$ cat config.mk
export PLATFORM = sky130hd
export DESIGN_NAME = line_connection_table
export DESIGN_NICKNAME = d
export VERILOG_FILES = /design/src/rtl/core/lct_pkg.sv /design/src/rtl/core/lct_lookup.sv /design/src/rtl/core/lct_table.sv /design/src/rtl/core/line_connection_table.sv
export VERILOG_INCLUDE_DIRS = /design/src /design/src/rtl/core
export SDC_FILE = /design/constraint.sdc
export NUM_CORES = 1
export LEC_CHECK = 0
export ABC_CLOCK_PERIOD_IN_PS = 4900
export BUFFER_PORTS_ARGS = -buffer_cell sky130_fd_sc_hd__buf_2
export CAP_MARGIN = 25
export CORE_MARGIN = 2
export CORE_UTILIZATION = 35
export CTS_CLUSTER_DIAMETER = 150
export DETAILED_ROUTE_END_ITERATION = 16
export SETUP_SLACK_MARGIN = 0.4
export SLEW_MARGIN = 25
export SYNTH_ARGS = -nofsm -noshare
export SYNTH_HDL_FRONTEND = slang
export SYNTH_SLANG_ARGS = --single-unit
export TNS_END_PERCENT = 5
$ cat constraint.sdc
create_clock -name clk -period 4.9 [get_ports clk]
set_input_delay 0.245 -clock clk [delete_from_list [all_inputs] [get_ports clk]]
set_output_delay 0.245 -clock clk [all_outputs]
set_load 0.02 [all_outputs]
$ cat src/rtl/core/line_connection_table_assert.svh
// Assertion macros for the line connection table.
// Each macro expands to one labeled concurrent assertion on clk,
// disabled while rst_n is low.
`ifndef LINE_CONNECTION_TABLE_ASSERT_SVH
`define LINE_CONNECTION_TABLE_ASSERT_SVH

// Same-cycle implication.
`define LCT_ASSERT_NOW(label, cond, expr, msg) \
    label: assert property (@(posedge clk) disable iff (!rst_n) (cond) |-> (expr)) \
        else $error(msg);

// Next-cycle implication.
`define LCT_ASSERT_NEXT(label, cond, expr, msg) \
    label: assert property (@(posedge clk) disable iff (!rst_n) (cond) |=> (expr)) \
        else $error(msg);

`endif

$ cat src/rtl/core/lct_pkg.sv
`timescale 1ns / 1ps
// ----------------------------------------------------------------------------
// lct_pkg
// Shared types and constants for the line connection table.
// ----------------------------------------------------------------------------
package lct_pkg;

    localparam int NUM_W    = 16;
    localparam int STATUS_W = 4;

    // Reset value of the base dial number
    localparam logic [NUM_W-1:0] BASE_RESET = 16'd100;

    // Request kinds
    localparam logic KIND_CONNECT    = 1'b0;
    localparam logic KIND_DISCONNECT = 1'b1;

    typedef enum logic [STATUS_W-1:0] {
        ST_CONNECTED   = 4'd0,
        ST_DECLINED    = 4'd1,
        ST_SRC_UNKNOWN = 4'd2,
        ST_SRC_BUSY    = 4'd3,
        ST_DST_UNKNOWN = 4'd4,
        ST_DST_BUSY    = 4'd5,
        ST_RELEASED    = 4'd6,
        ST_IDLE        = 4'd7,
        ST_NUM_UNKNOWN = 4'd8
    } status_t;

    typedef struct packed {
        status_t status;
        logic    released;
    } lct_result_t;

endpackage

$ cat src/rtl/core/lct_lookup.sv
`timescale 1ns / 1ps
// ----------------------------------------------------------------------------
// lct_lookup
// Map a dial number to a line index by subtracting the base number and
// range-checking the offset. No wrap at 16 bits.
// ----------------------------------------------------------------------------
module lct_lookup #(
    parameter int LINES = 16,
    parameter int IDX_W = 4
) (
    input  logic [lct_pkg::NUM_W-1:0] number,
    input  logic [lct_pkg::NUM_W-1:0] base,
    output logic                      hit,
    output logic [IDX_W-1:0]          idx
);
    import lct_pkg::*;

    logic [NUM_W:0] diff;

    // Offset from line zero; the top bit flags a number below the base
    assign diff = {1'b0, number} - {1'b0, base};
    assign hit  = !diff[NUM_W] && (diff[NUM_W-1:0] < NUM_W'(LINES));
    assign idx  = diff[IDX_W-1:0];

endmodule

$ cat src/rtl/core/lct_table.sv
`timescale 1ns / 1ps
// ----------------------------------------------------------------------------
// lct_table
// Busy bits and peer indexes of all lines, with the request decision logic.
// The result is combinational; the table updates when fire is high.
// ----------------------------------------------------------------------------
module lct_table #(
    parameter int LINES = 16,
    parameter int IDX_W = 4
) (
    input  logic               clk,
    input  logic               rst_n,
    input  logic               fire,
    input  logic               kind,
    input  logic               src_ok,
    input  logic [IDX_W-1:0]   src_idx,
    input  logic               dst_ok,
    input  logic [IDX_W-1:0]   dst_idx,
    input  logic               force_release,
    input  logic               answered,
    output lct_pkg::lct_result_t result
);
    import lct_pkg::*;

    localparam int CNT_W = $clog2(LINES + 1);

    logic [LINES-1:0] busy_reg;
    logic [LINES-1:0] busy_next;
    logic [IDX_W-1:0] peer_reg  [LINES];
    logic [IDX_W-1:0] peer_next [LINES];

    logic             src_busy;
    logic [IDX_W-1:0] src_peer;
    logic             peer_ok;

    assign src_busy = busy_reg[src_idx];
    assign src_peer = peer_reg[src_idx];
    assign peer_ok  = CNT_W'(src_peer) < CNT_W'(LINES);

    // Decide the status and the table update for the held request
    always_comb
    begin
        busy_next       = busy_reg;
        peer_next       = peer_reg;
        result.status   = ST_IDLE;
        result.released = 1'b0;
        if (kind == KIND_DISCONNECT)
        begin
            if (!src_ok)
            begin
                result.status = ST_NUM_UNKNOWN;
            end
            else if (!src_busy)
            begin
                result.status = ST_IDLE;
            end
            else
            begin
                busy_next[src_idx] = 1'b0;
                peer_next[src_idx] = '0;
                if (peer_ok)
                begin
                    busy_next[src_peer] = 1'b0;
                    peer_next[src_peer] = '0;
                end
                result.status = ST_RELEASED;
            end
        end
        else
        begin
            if (!src_ok)
            begin
                result.status = ST_SRC_UNKNOWN;
            end
            else if (src_busy && !force_release)
            begin
                result.status = ST_SRC_BUSY;
            end
            else
            begin
                // Drop the source's earlier call first; it stays dropped
                if (src_busy)
                begin
                    busy_next[src_idx] = 1'b0;
                    peer_next[src_idx] = '0;
                    if (peer_ok)
                    begin
                        busy_next[src_peer] = 1'b0;
                        peer_next[src_peer] = '0;
                    end
                    result.released = 1'b1;
                end
                if (!dst_ok)
                begin
                    result.status = ST_DST_UNKNOWN;
                end
                else if (busy_next[dst_idx])
                begin
                    result.status = ST_DST_BUSY;
                end
                else if (!answered)
                begin
                    result.status = ST_DECLINED;
                end
                else
                begin
                    peer_next[src_idx] = dst_idx;
                    peer_next[dst_idx] = src_idx;
                    busy_next[src_idx] = 1'b1;
                    busy_next[dst_idx] = 1'b1;
                    result.status      = ST_CONNECTED;
                end
            end
        end
    end

    // Commit the update when the request advances
    always_ff @(posedge clk or negedge rst_n)
    begin
        if (!rst_n)
        begin
            busy_reg <= '0;
            for (int i = 0; i < LINES; i++)
            begin
                peer_reg[i] <= '0;
            end
        end
        else if (fire)
        begin
            busy_reg <= busy_next;
            peer_reg <= peer_next;
        end
    end

endmodule

$ cat src/rtl/core/line_connection_table.sv
`timescale 1ns / 1ps
// ----------------------------------------------------------------------------
// line_connection_table
// Switch table for a small set of telephone lines: connect and disconnect
// requests, one status beat per request.
// ----------------------------------------------------------------------------
// Usage:
//   Request beats enter on in_valid/in_ready (kind, source_number,
//   dest_number, force_release, answered). Each gives exactly one result
//   beat on out_valid/out_ready (status_code, source_released).
//   The base dial number is written on cfg_valid/cfg_ready (always ready);
//   write it only while no request is in flight.
//   A request passes through an input register, one pass through number
//   lookup and the line table, and a result register. One request per cycle
//   is sustained while the receiver does not stall.
//   The line table updates as the request moves into the result register,
//   so back-to-back requests see each other's effect.
//   When the receiver stalls, the result holds in its register, the held
//   request waits in the input register, and in_ready drops after that.
//   Reset: all lines idle with zero peers, base number 100, no beats pending.
// ----------------------------------------------------------------------------
`include "line_connection_table_assert.svh"

module line_connection_table #(
    parameter int LINES = 16
) (
    input  logic                               clk,
    input  logic                               rst_n,
    // configuration
    input  logic                               cfg_valid,
    output logic                               cfg_ready,
    input  logic [lct_pkg::NUM_W-1:0]          base_number,
    // request channel
    input  logic                               in_valid,
    output logic                               in_ready,
    input  logic                               kind,
    input  logic [lct_pkg::NUM_W-1:0]          source_number,
    input  logic [lct_pkg::NUM_W-1:0]          dest_number,
    input  logic                               force_release,
    input  logic                               answered,
    // result channel
    output logic                               out_valid,
    input  logic                               out_ready,
    output logic [lct_pkg::STATUS_W-1:0]       status_code,
    output logic                               source_released
);
    import lct_pkg::*;

    localparam int IDX_W = (LINES > 1) ? $clog2(LINES) : 1;

    logic [NUM_W-1:0]    base_reg;

    logic                stage_valid_reg;
    logic                kind_reg;
    logic [NUM_W-1:0]    source_number_reg;
    logic [NUM_W-1:0]    dest_number_reg;
    logic                force_release_reg;
    logic                answered_reg;

    logic                out_valid_reg;
    logic [STATUS_W-1:0] status_code_reg;
    logic                source_released_reg;

    logic                stage_fire;
    logic                src_ok;
    logic [IDX_W-1:0]    src_idx;
    logic                dst_ok;
    logic [IDX_W-1:0]    dst_idx;
    lct_result_t         result;

    // Handshake
    assign cfg_ready  = 1'b1;
    assign stage_fire = stage_valid_reg && (!out_valid_reg || out_ready);
    assign in_ready   = !stage_valid_reg || stage_fire;

    // Base number register
    always_ff @(posedge clk or negedge rst_n)
    begin
        if (!rst_n)
        begin
            base_reg <= BASE_RESET;
        end
        else if (cfg_valid && cfg_ready)
        begin
            base_reg <= base_number;
        end
    end

    // Input register: hold the request beat
    always_ff @(posedge clk or negedge rst_n)
    begin
        if (!rst_n)
        begin
            stage_valid_reg <= 1'b0;
        end
        else if (in_valid && in_ready)
        begin
            stage_valid_reg <= 1'b1;
        end
        else if (stage_fire)
        begin
            stage_valid_reg <= 1'b0;
        end
    end

    always_ff @(posedge clk)
    begin
        if (in_valid && in_ready)
        begin
            kind_reg          <= kind;
            source_number_reg <= source_number;
            dest_number_reg   <= dest_number;
            force_release_reg <= force_release;
            answered_reg      <= answered;
        end
    end

    // Number lookup for source and destination
    lct_lookup #(
        .LINES (LINES),
        .IDX_W (IDX_W)
    ) u_src_lookup (
        .number (source_number_reg),
        .base   (base_reg),
        .hit    (src_ok),
        .idx    (src_idx)
    );

    lct_lookup #(
        .LINES (LINES),
        .IDX_W (IDX_W)
    ) u_dst_lookup (
        .number (dest_number_reg),
        .base   (base_reg),
        .hit    (dst_ok),
        .idx    (dst_idx)
    );

    // Line table and decision logic
    lct_table #(
        .LINES (LINES),
        .IDX_W (IDX_W)
    ) u_table (
        .clk           (clk),
        .rst_n         (rst_n),
        .fire          (stage_fire),
        .kind          (kind_reg),
        .src_ok        (src_ok),
        .src_idx       (src_idx),
        .dst_ok        (dst_ok),
        .dst_idx       (dst_idx),
        .force_release (force_release_reg),
        .answered      (answered_reg),
        .result        (result)
    );

    // Result register: hold until taken
    always_ff @(posedge clk or negedge rst_n)
    begin
        if (!rst_n)
        begin
            out_valid_reg <= 1'b0;
        end
        else if (stage_fire)
        begin
            out_valid_reg <= 1'b1;
        end
        else if (out_ready)
        begin
            out_valid_reg <= 1'b0;
        end
    end

    always_ff @(posedge clk)
    begin
        if (stage_fire)
        begin
            status_code_reg     <= result.status;
            source_released_reg <= result.released;
        end
    end

    assign out_valid       = out_valid_reg;
    assign status_code     = status_code_reg;
    assign source_released = source_released_reg;

    // Checks
    `LCT_ASSERT_NEXT(a_fire_gives_result, stage_fire, out_valid_reg,
        "advanced request gave no result beat")
    `LCT_ASSERT_NOW(a_no_overwrite, out_valid_reg && !out_ready, !stage_fire,
        "waiting result overwritten")
    `LCT_ASSERT_NEXT(a_disconnect_no_release, stage_fire && kind_reg == KIND_DISCONNECT,
        !source_released, "disconnect flagged a source release")
    `LCT_ASSERT_NOW(a_status_range, out_valid_reg,
        status_code <= STATUS_W'(ST_NUM_UNKNOWN), "status code out of range")

endmodule

==> run_results.csv, run 1 <==
group,metric,value,unit
run_status,status,"completed",
global_route,globalRoute.busiestLayer,"met2",
placed_design,dp_cells,1576,
floorplan,ios,64,
drt,wl_per_cell,22.0,microns
yosys,synth.top_cells.by_area,"dfrtp_1 24%, edfxtp_1 12%, nand2_1 6.7%",
cts,clockBufferDepth,2,
layout,layout_common_cells,"173 x nand2_1, 100 x o21ai_0, 95 x dfrtp_1",
worst_setup_path,crit_required,5.22,ns
timing,setup_viol,0,
cts,cts-buffers-inserted,17,
min_path,min_from,"base_number[7]",
yosys,synthCells,1123,
yosys,synthFlopType,"dfrtp_1",
worst_setup_path,cp_data_arrival_time,5.00,ns
yosys,synth_seq_area_share,0.374,
cts,cts_max_level,4,
floorplan,initial_core_util,0.354,
worst_setup_path,r2r_cells,17,
timing,hold_viol,0,
min_path,hold_end,"base_reg[7]",
yosys,async_flop_share,0.710,
global_route,first_global_vias,9599,
global_route,grt_use_met1,0.338,
timing,fin_crit_sh,0.956,
timing,grt_setup_unrepaired,"yes",
layout,final_cells,1672,
layout,nets,1370,
drt,drtAntennaViolNets,0,
worst_setup_path,max_stage_delay,0.59,ns
yosys,synth_area,9780,sq um
worst_setup_path,crit_slowest_cell,"fa_2",
min_path,min_path_type,"in -> reg",
timing,tightest_slew,0.879,ns
worst_setup_path,start_kind,"flip-flop",
worst_setup_path,cp_max_fo,8,
yosys,yosys_warnings,0,
worst_setup_path,cp_common_cell,"buf_4",
timing,drv_slew,0,
job,drv_cap,0,
global_route,antenna_found_initial,0,
worst_setup_path,rrSetupSlack,0.22,ns
floorplan,die_width,171,microns
yosys,synth_top_area_frac,0.243,
global_route,grtUsageTotal,0.256,
pwr,p_leak,5.21,nW
drt,wirelength,36800,microns
yosys,ys_ff_latch,138,
timing,finalClockSkew,0.0149,ns
layout,largest_reg_flops,64,
placed_design,io_buffers,62,
drt,drc,0,
drt,first_pass_iters,6,
timing,finalCriticalPeriod,4.68,ns
yosys,synth-edff-count,40,
global_route,grt_overflow,0,
layout,finalCoreUtilization,0.448,
worst_setup_path,critPathKind,"reg -> reg",
timing,fmax,0.213,GHz
floorplan,core,27600,sq um
worst_setup_path,worstPathCellList,"ha_4 > fa_2 > buf_4 > clkbuf_16 > buf_4 > mux2i_4 > mux4_2 > nand2_1 > o32ai_2 > a41oi_1 > or4_4 > o211a_4 > and2_4 > or4_4 > buf_4 > o211ai_1 > o21ai_0",
worst_setup_path,r2r_start,"base_reg[0]",
yosys,synth_top_area_cell,"dfrtp_1",
floorplan,fp.dieArea,29300,sq um
worst_setup_path,cp-end-kind,"flip-flop",
worst_setup_path,regToRegEndpoint,"u_table.peer_reg[49]",
floorplan,dieHeight,171,microns
timing,tns,0,ns
global_route,grtUsageMet3,0.0511,
pwr,powerDensity,332,nW/um^2
drt,avgViaCountPerCell,5.86,
global_route,grt_pass1_wl,56600,microns
drt,vias,9798,
min_path,min_path_cells,3,
yosys,syn_area_per_cell,8.71,sq um
layout,final_common_cell,"nand2_1",
placed_design,place.gp.congestion,1.04,
pwr,ir_drop,0.000234,V
timing,relSlewSlack,0.414,
global_route,gr-usage-met2,0.403,
yosys,synth_fp_nets,1213,
timing,hold_ws,0.0103,ns
yosys,synth.distinct_cells,81,
floorplan,rows,61,
global_route,grt_max_degree,62,
drt,drtIter0Drc,884,
cts,cts_tree,"built",
cts,worstSkewPairLatency,0.44,ns
cts,cts_root_buffer,"clkbuf_16",
layout,layout-drive-gt1-share,0.216,
placed_design,detailed_place_hpwl,26500,microns
layout,area_delta_synth_final,26.5,%
cts,clk_pin_slew_worst_paths,0.07,ns
cts,clock_sinks,138,
==> metrics by stage <==
| step | total power, mW | instance area [sq um] | setup WS, ns |
|---|---|---|---|
| 6_report | 4.11 | 12400 | 0.216 |
| 5_1_grt | 4.27 | 12400 | 0.139 |
| 4_1_cts | 3.99 | 12000 | 0.278 |
| 3_5_place_dp | 2.66 | 11000 | 0.113 |
| 3_3_place_gp | 2.66 | 11000 | 0.211 |
| 2_1_floorplan | 2.12 | 9800 | 0.420 |
==> cell usage after synthesis, types with 7 or more instances <==
cell type and count:
a21o_1 19, a21oi_1 74, a22o_1 17, a22oi_1 7, a31oi_1 30, and2_1 10
and3_1 10, buf_2 14, clkbuf_1 38, dfrtp_1 95, edfxtp_1 40, ha_1 32
inv_1 40, mux2_2 13, mux2i_1 24, mux4_2 14, nand2_1 174, nand2b_1 15
nand3_1 28, nand4_1 7, nor2_1 86, nor2b_1 15, nor3_1 14, nor3b_1 7
o211ai_1 19, o21a_1 7, o21ai_0 103, o21bai_1 7, o221ai_1 12, o22ai_1 14
o2bb2ai_1 10
==> worst max-delay path by stage <==
stage,slack [ns],cells past startpoint,endpoint,start
6_report,0.22,17,u_table.peer_reg[49],base_reg[0]
4_1_cts,0.28,14,u_table.peer_reg[50],base_reg[0]
3_3_place_gp,0.21,15,u_table.peer_reg[36],base_reg[0]
5_1_grt,0.14,17,u_table.peer_reg[60],base_reg[0]
2_1_floorplan,0.42,16,u_table.peer_reg[50],base_reg[0]
3_5_place_dp,0.11,14,u_table.peer_reg[37],base_reg[0]
==> critical path, delay by kind of cell, from the launching register on <==
family          cells  cell delay (ns)
simple gates        4             1.36
fa+ha+maj           2             0.78
buf+inv             4             0.69
compound gates      5             0.67
mux                 2             0.62
flops               1             0.43
==> what timing repair did <==
item                                    in CTS  in global routing
pin swaps                                    4                 18
buffers inserted                             6                 16
hold buffers                                39                  0
cloned                                       1                  1
resized for setup                            6                 54
endpoints found under the setup margin      67                 81
endpoints found under the hold margin       75                  0
==> where the power goes <==
part           internal, mW  switching [mW]
clock network         0.705           0.570
logic                 0.590           0.998
registers              1.23          0.0155
total                  2.52            1.58
==> cells by family after synthesis <==
logic type | Yosys count | synth area share
xor gates and xnor gates | 13 | 0.0132
buffers and inverters | 104 | 0.0467
adders and majority gates | 34 | 0.0450
and+or+nand+nor | 399 | 0.189
DFF | 138 | 0.374
muxes | 60 | 0.0848
AOI/OAI and AO/OA | 374 | 0.246
other | 1 | 0.000383
==> per-layer routing <==
metal  vias up  part of all wire
li1       4487                 -
met1      4660              0.42
met2       534              0.45
met3       117             0.086
met4         0             0.046
met5         -                 0
==> area by class of cell <==
class | count | area [sq um]
Clock inverter | 15 | 138
Timing Repair Buffer | 200 | 1610
Clock buffer | 17 | 425
Inverter | 42 | 158
Antenna cell | 1 | 2.50
Tap cell | 378 | 473
Sequential cell | 138 | 3660
Multi-Input combinational cell | 881 | 5910
Fill cell | 2786 | 15300
Power figures use the tool's default switching activity.
==> run 2: changes to the inputs <==
Settings changed: ABC_AREA from default to 1.
==> run 2 against run 1 <==
Routed wire length grew 7.9%. Combinational power grew 45%. Via count grew 25%. Critical endpoint is now status_code[0]. Highest routed layer unchanged. Critical path type unchanged.
==> run_results.csv, run 2 <==
group,metric,value,unit
run_status,status,"completed",
yosys,ys_ff_latch,138,
worst_setup_path,r2r_start,"base_reg[0]",
yosys,synth-edff-count,40,
timing,fmax,0.232,GHz
yosys,synth_top_area_frac,0.245,
yosys,yosysMostFrequentCell,"nand2_1",
layout,largest_reg_flops,64,
timing,grt_setup_unrepaired,"yes",
timing,finalCriticalPeriod,4.31,ns
yosys,syn_area_per_cell,6.24,sq um
worst_setup_path,cp_max_fo,40,
floorplan,dieHeight,183,microns
timing,hold_ws,0.0128,ns
worst_setup_path,startpoint,"base_reg[0]",
pwr,swShare,0.466,
layout,antenna_cells,0,
layout,finalCoreUtilization,0.415,
worst_setup_path,crit_slowest_cell,"fa_2",
global_route,grt_overflow,0,
floorplan,fp.dieArea,33400,sq um
pwr,seq_power_share,0.260,
yosys,synth_seq_area_share,0.327,
layout,nets,1971,
worst_setup_path,critPathKind,"reg -> reg",
floorplan,die_width,183,microns
pwr,power_switching,2.25,mW
worst_setup_path,regToRegEndpoint,"status_code[0]",
pwr,p_leak,6.85,nW
drt,drtAntennaViolNets,0,
job,drv_cap,0,
worst_setup_path,max_stage_delay,0.58,ns
yosys,synth_common_cells,"730 x nand2_1, 212 x inv_1, 124 x nand3_1, 120 x nor2_1, 95 x dfrtp_1",
layout,final_common_cell,"nand2_1",
cts,clk_pin_slew_worst_paths,0.07,ns
cts,clock_sinks,138,
yosys,synth_fp_nets,1883,
cts,cts_root_buffer,"clkbuf_16",
global_route,grtUsageTotal,0.239,
min_path,min_from,"base_number[12]",
floorplan,core,31500,sq um
worst_setup_path,rrSetupSlack,0.59,ns
drt,drtIter0Drc,1261,
cts,cts-buffers-inserted,17,
worst_setup_path,cp-end-kind,"flip-flop",
drt,first_pass_iters,7,
layout,area_delta_synth_final,16.9,%
global_route,antenna_found_initial,0,
timing,tightest_slew,0.903,ns
global_route,grt_max_degree,63,
timing,setup_viol,0,
cts,cts_tree,"built",
cts,worstSkewPairLatency,0.46,ns
pwr,powerDensity,370,nW/um^2
drt,avgViaCountPerCell,5.33,
global_route,first_global_vias,11824,
pwr,power.internal,2.58,mW
pwr,p_clk_frac,0.264,
timing,tns,0,ns
worst_setup_path,cp_common_cell,"nand2_1",
floorplan,rows,65,
placed_design,detailed_place_hpwl,27400,microns
worst_setup_path,cp_data_arrival_time,4.51,ns
worst_setup_path,crit_required,5.10,ns
yosys,synth.distinct_cells,47,
drt,wl_per_cell,17.3,microns
drt,wirelength,39700,microns
layout,fillCellCount,3351,
worst_setup_path,cp-endpoint,"status_code[0]",
timing,finalClockSkew,0.0170,ns
layout,final_cells,2296,
drt,vias,12229,
yosys,yosys_warnings,0,
yosys,async_flop_share,0.710,
placed_design,dp_cells,2214,
layout,layout_common_cells,"728 x nand2_1, 212 x inv_1, 124 x nand3_1",
yosys,synthCells,1793,
pwr,comb_power_share,0.477,
pwr,ir_drop,0.000293,V
yosys,synth_top_area_cell,"nand2_1",
yosys,synthFlopType,"dfrtp_1",
worst_setup_path,start_kind,"flip-flop",
timing,hold_viol,0,
min_path,min_path_type,"in -> reg",
yosys,synth.top_cells.by_area,"nand2_1 24%, dfrtp_1 21%, edfxtp_1 11%",
floorplan,initial_core_util,0.355,
cts,cts_max_level,4,
global_route,grt_pass1_wl,62500,microns
yosys,synth_area,11200,sq um
placed_design,io_buffers,62,
floorplan,ios,64,
timing,relSlewSlack,0.398,
placed_design,place.gp.congestion,0.976,
timing,fin_crit_sh,0.879,
timing,drv_slew,0,
cts,clockBufferDepth,2,
drt,drc,0,
layout,layout-drive-gt1-share,0.0924,
worst_setup_path,r2r_cells,26,
-- run 2: area by class of cell --
type,count,area (sq um),area share
flip-flops and latches,138,3660,0.280
well taps,402,503,0.0385
repair buffers,145,1120,0.0859
inverters,219,827,0.0633
multi-input cells,1360,6400,0.489
clock inverters,14,128,0.00976
clock buffers,18,439,0.0336
-- run 2: timing repair --
| action | 4_1_cts | 5_1_grt |
|---|---|---|
| endpoints found under the setup margin | 14 | 80 |
| cloned | 0 | 2 |
| hold buffers | 44 | 0 |
| pin swaps | 0 | 4 |
| gates resized for setup | 1 | 23 |
| buffers inserted | 0 | 4 |
| hold endpoints to repair | 104 | 0 |
-- run 2: metal layers --
metal / GRT usage / wire length [microns] / share of wire
met1: 0.310 / 17300 / 0.43
met3: 0.0413 / 2930 / 0.074
met2: 0.396 / 18200 / 0.46
met4: 0.0994 / 1350 / 0.034
met5: 0 / 0 / 0
-- run 2: power by group through the flow --
stage	sequential, mW	clock, mW	combinational, mW
5_1_grt	1.26	1.35	2.52
3_5_place_dp	1.28	0	2.11
4_1_cts	1.25	1.30	2.15
6_report	1.25	1.27	2.31
2_1_floorplan	1.28	0	1.47
3_3_place_gp	1.28	0	2.10
-- run 2: worst min path at each step --
stage,end,slack [ns],cells after the start
after floorplan,base_reg[0],-0.05,0
after global placement,source_number_reg[2],0.42,1
after detailed placement,dest_number_reg[8],0.42,1
after CTS,base_reg[12],0.005,3
after global routing,base_reg[0],0.03,2
final,base_reg[12],0.01,3
-- run 2: logic make-up after synthesis --
| logic type | count (synthesis) | synth area share |
|---|---|---|
| AND/OR/NAND/NOR | 1087 | 0.405 |
| buffers and inverters | 296 | 0.107 |
| AO/OA/AOI/OAI | 212 | 0.101 |
| flip-flops | 138 | 0.327 |
| adder cells (fa/ha/maj) | 34 | 0.0394 |
| XOR/XNOR | 23 | 0.0180 |
| multiplexers | 2 | 0.00190 |
| other | 1 | 0.000335 |
-- run 2: per-stage QoR --
step / worst slack (ns) / area (sq um) / total power, mW
floorplan: 1.50 / 11200 / 2.74
global placement: 0.461 / 11900 / 3.38
detailed placement: 0.359 / 11900 / 3.39
CTS: 0.430 / 12900 / 4.70
global route: 0.358 / 13100 / 5.12
finish: 0.592 / 13100 / 4.83
-- run 2: critical path, delay by kind of cell (launching register included) --
| family | cells | cell delay (ns) |
|---|---|---|
| DFF | 1 | 0.40 |
| adders and majority gates | 2 | 0.82 |
| AOI/OAI and AO/OA | 2 | 0.15 |
| and+or+nand+nor | 18 | 1.87 |
| buffers and inverters | 4 | 0.78 |
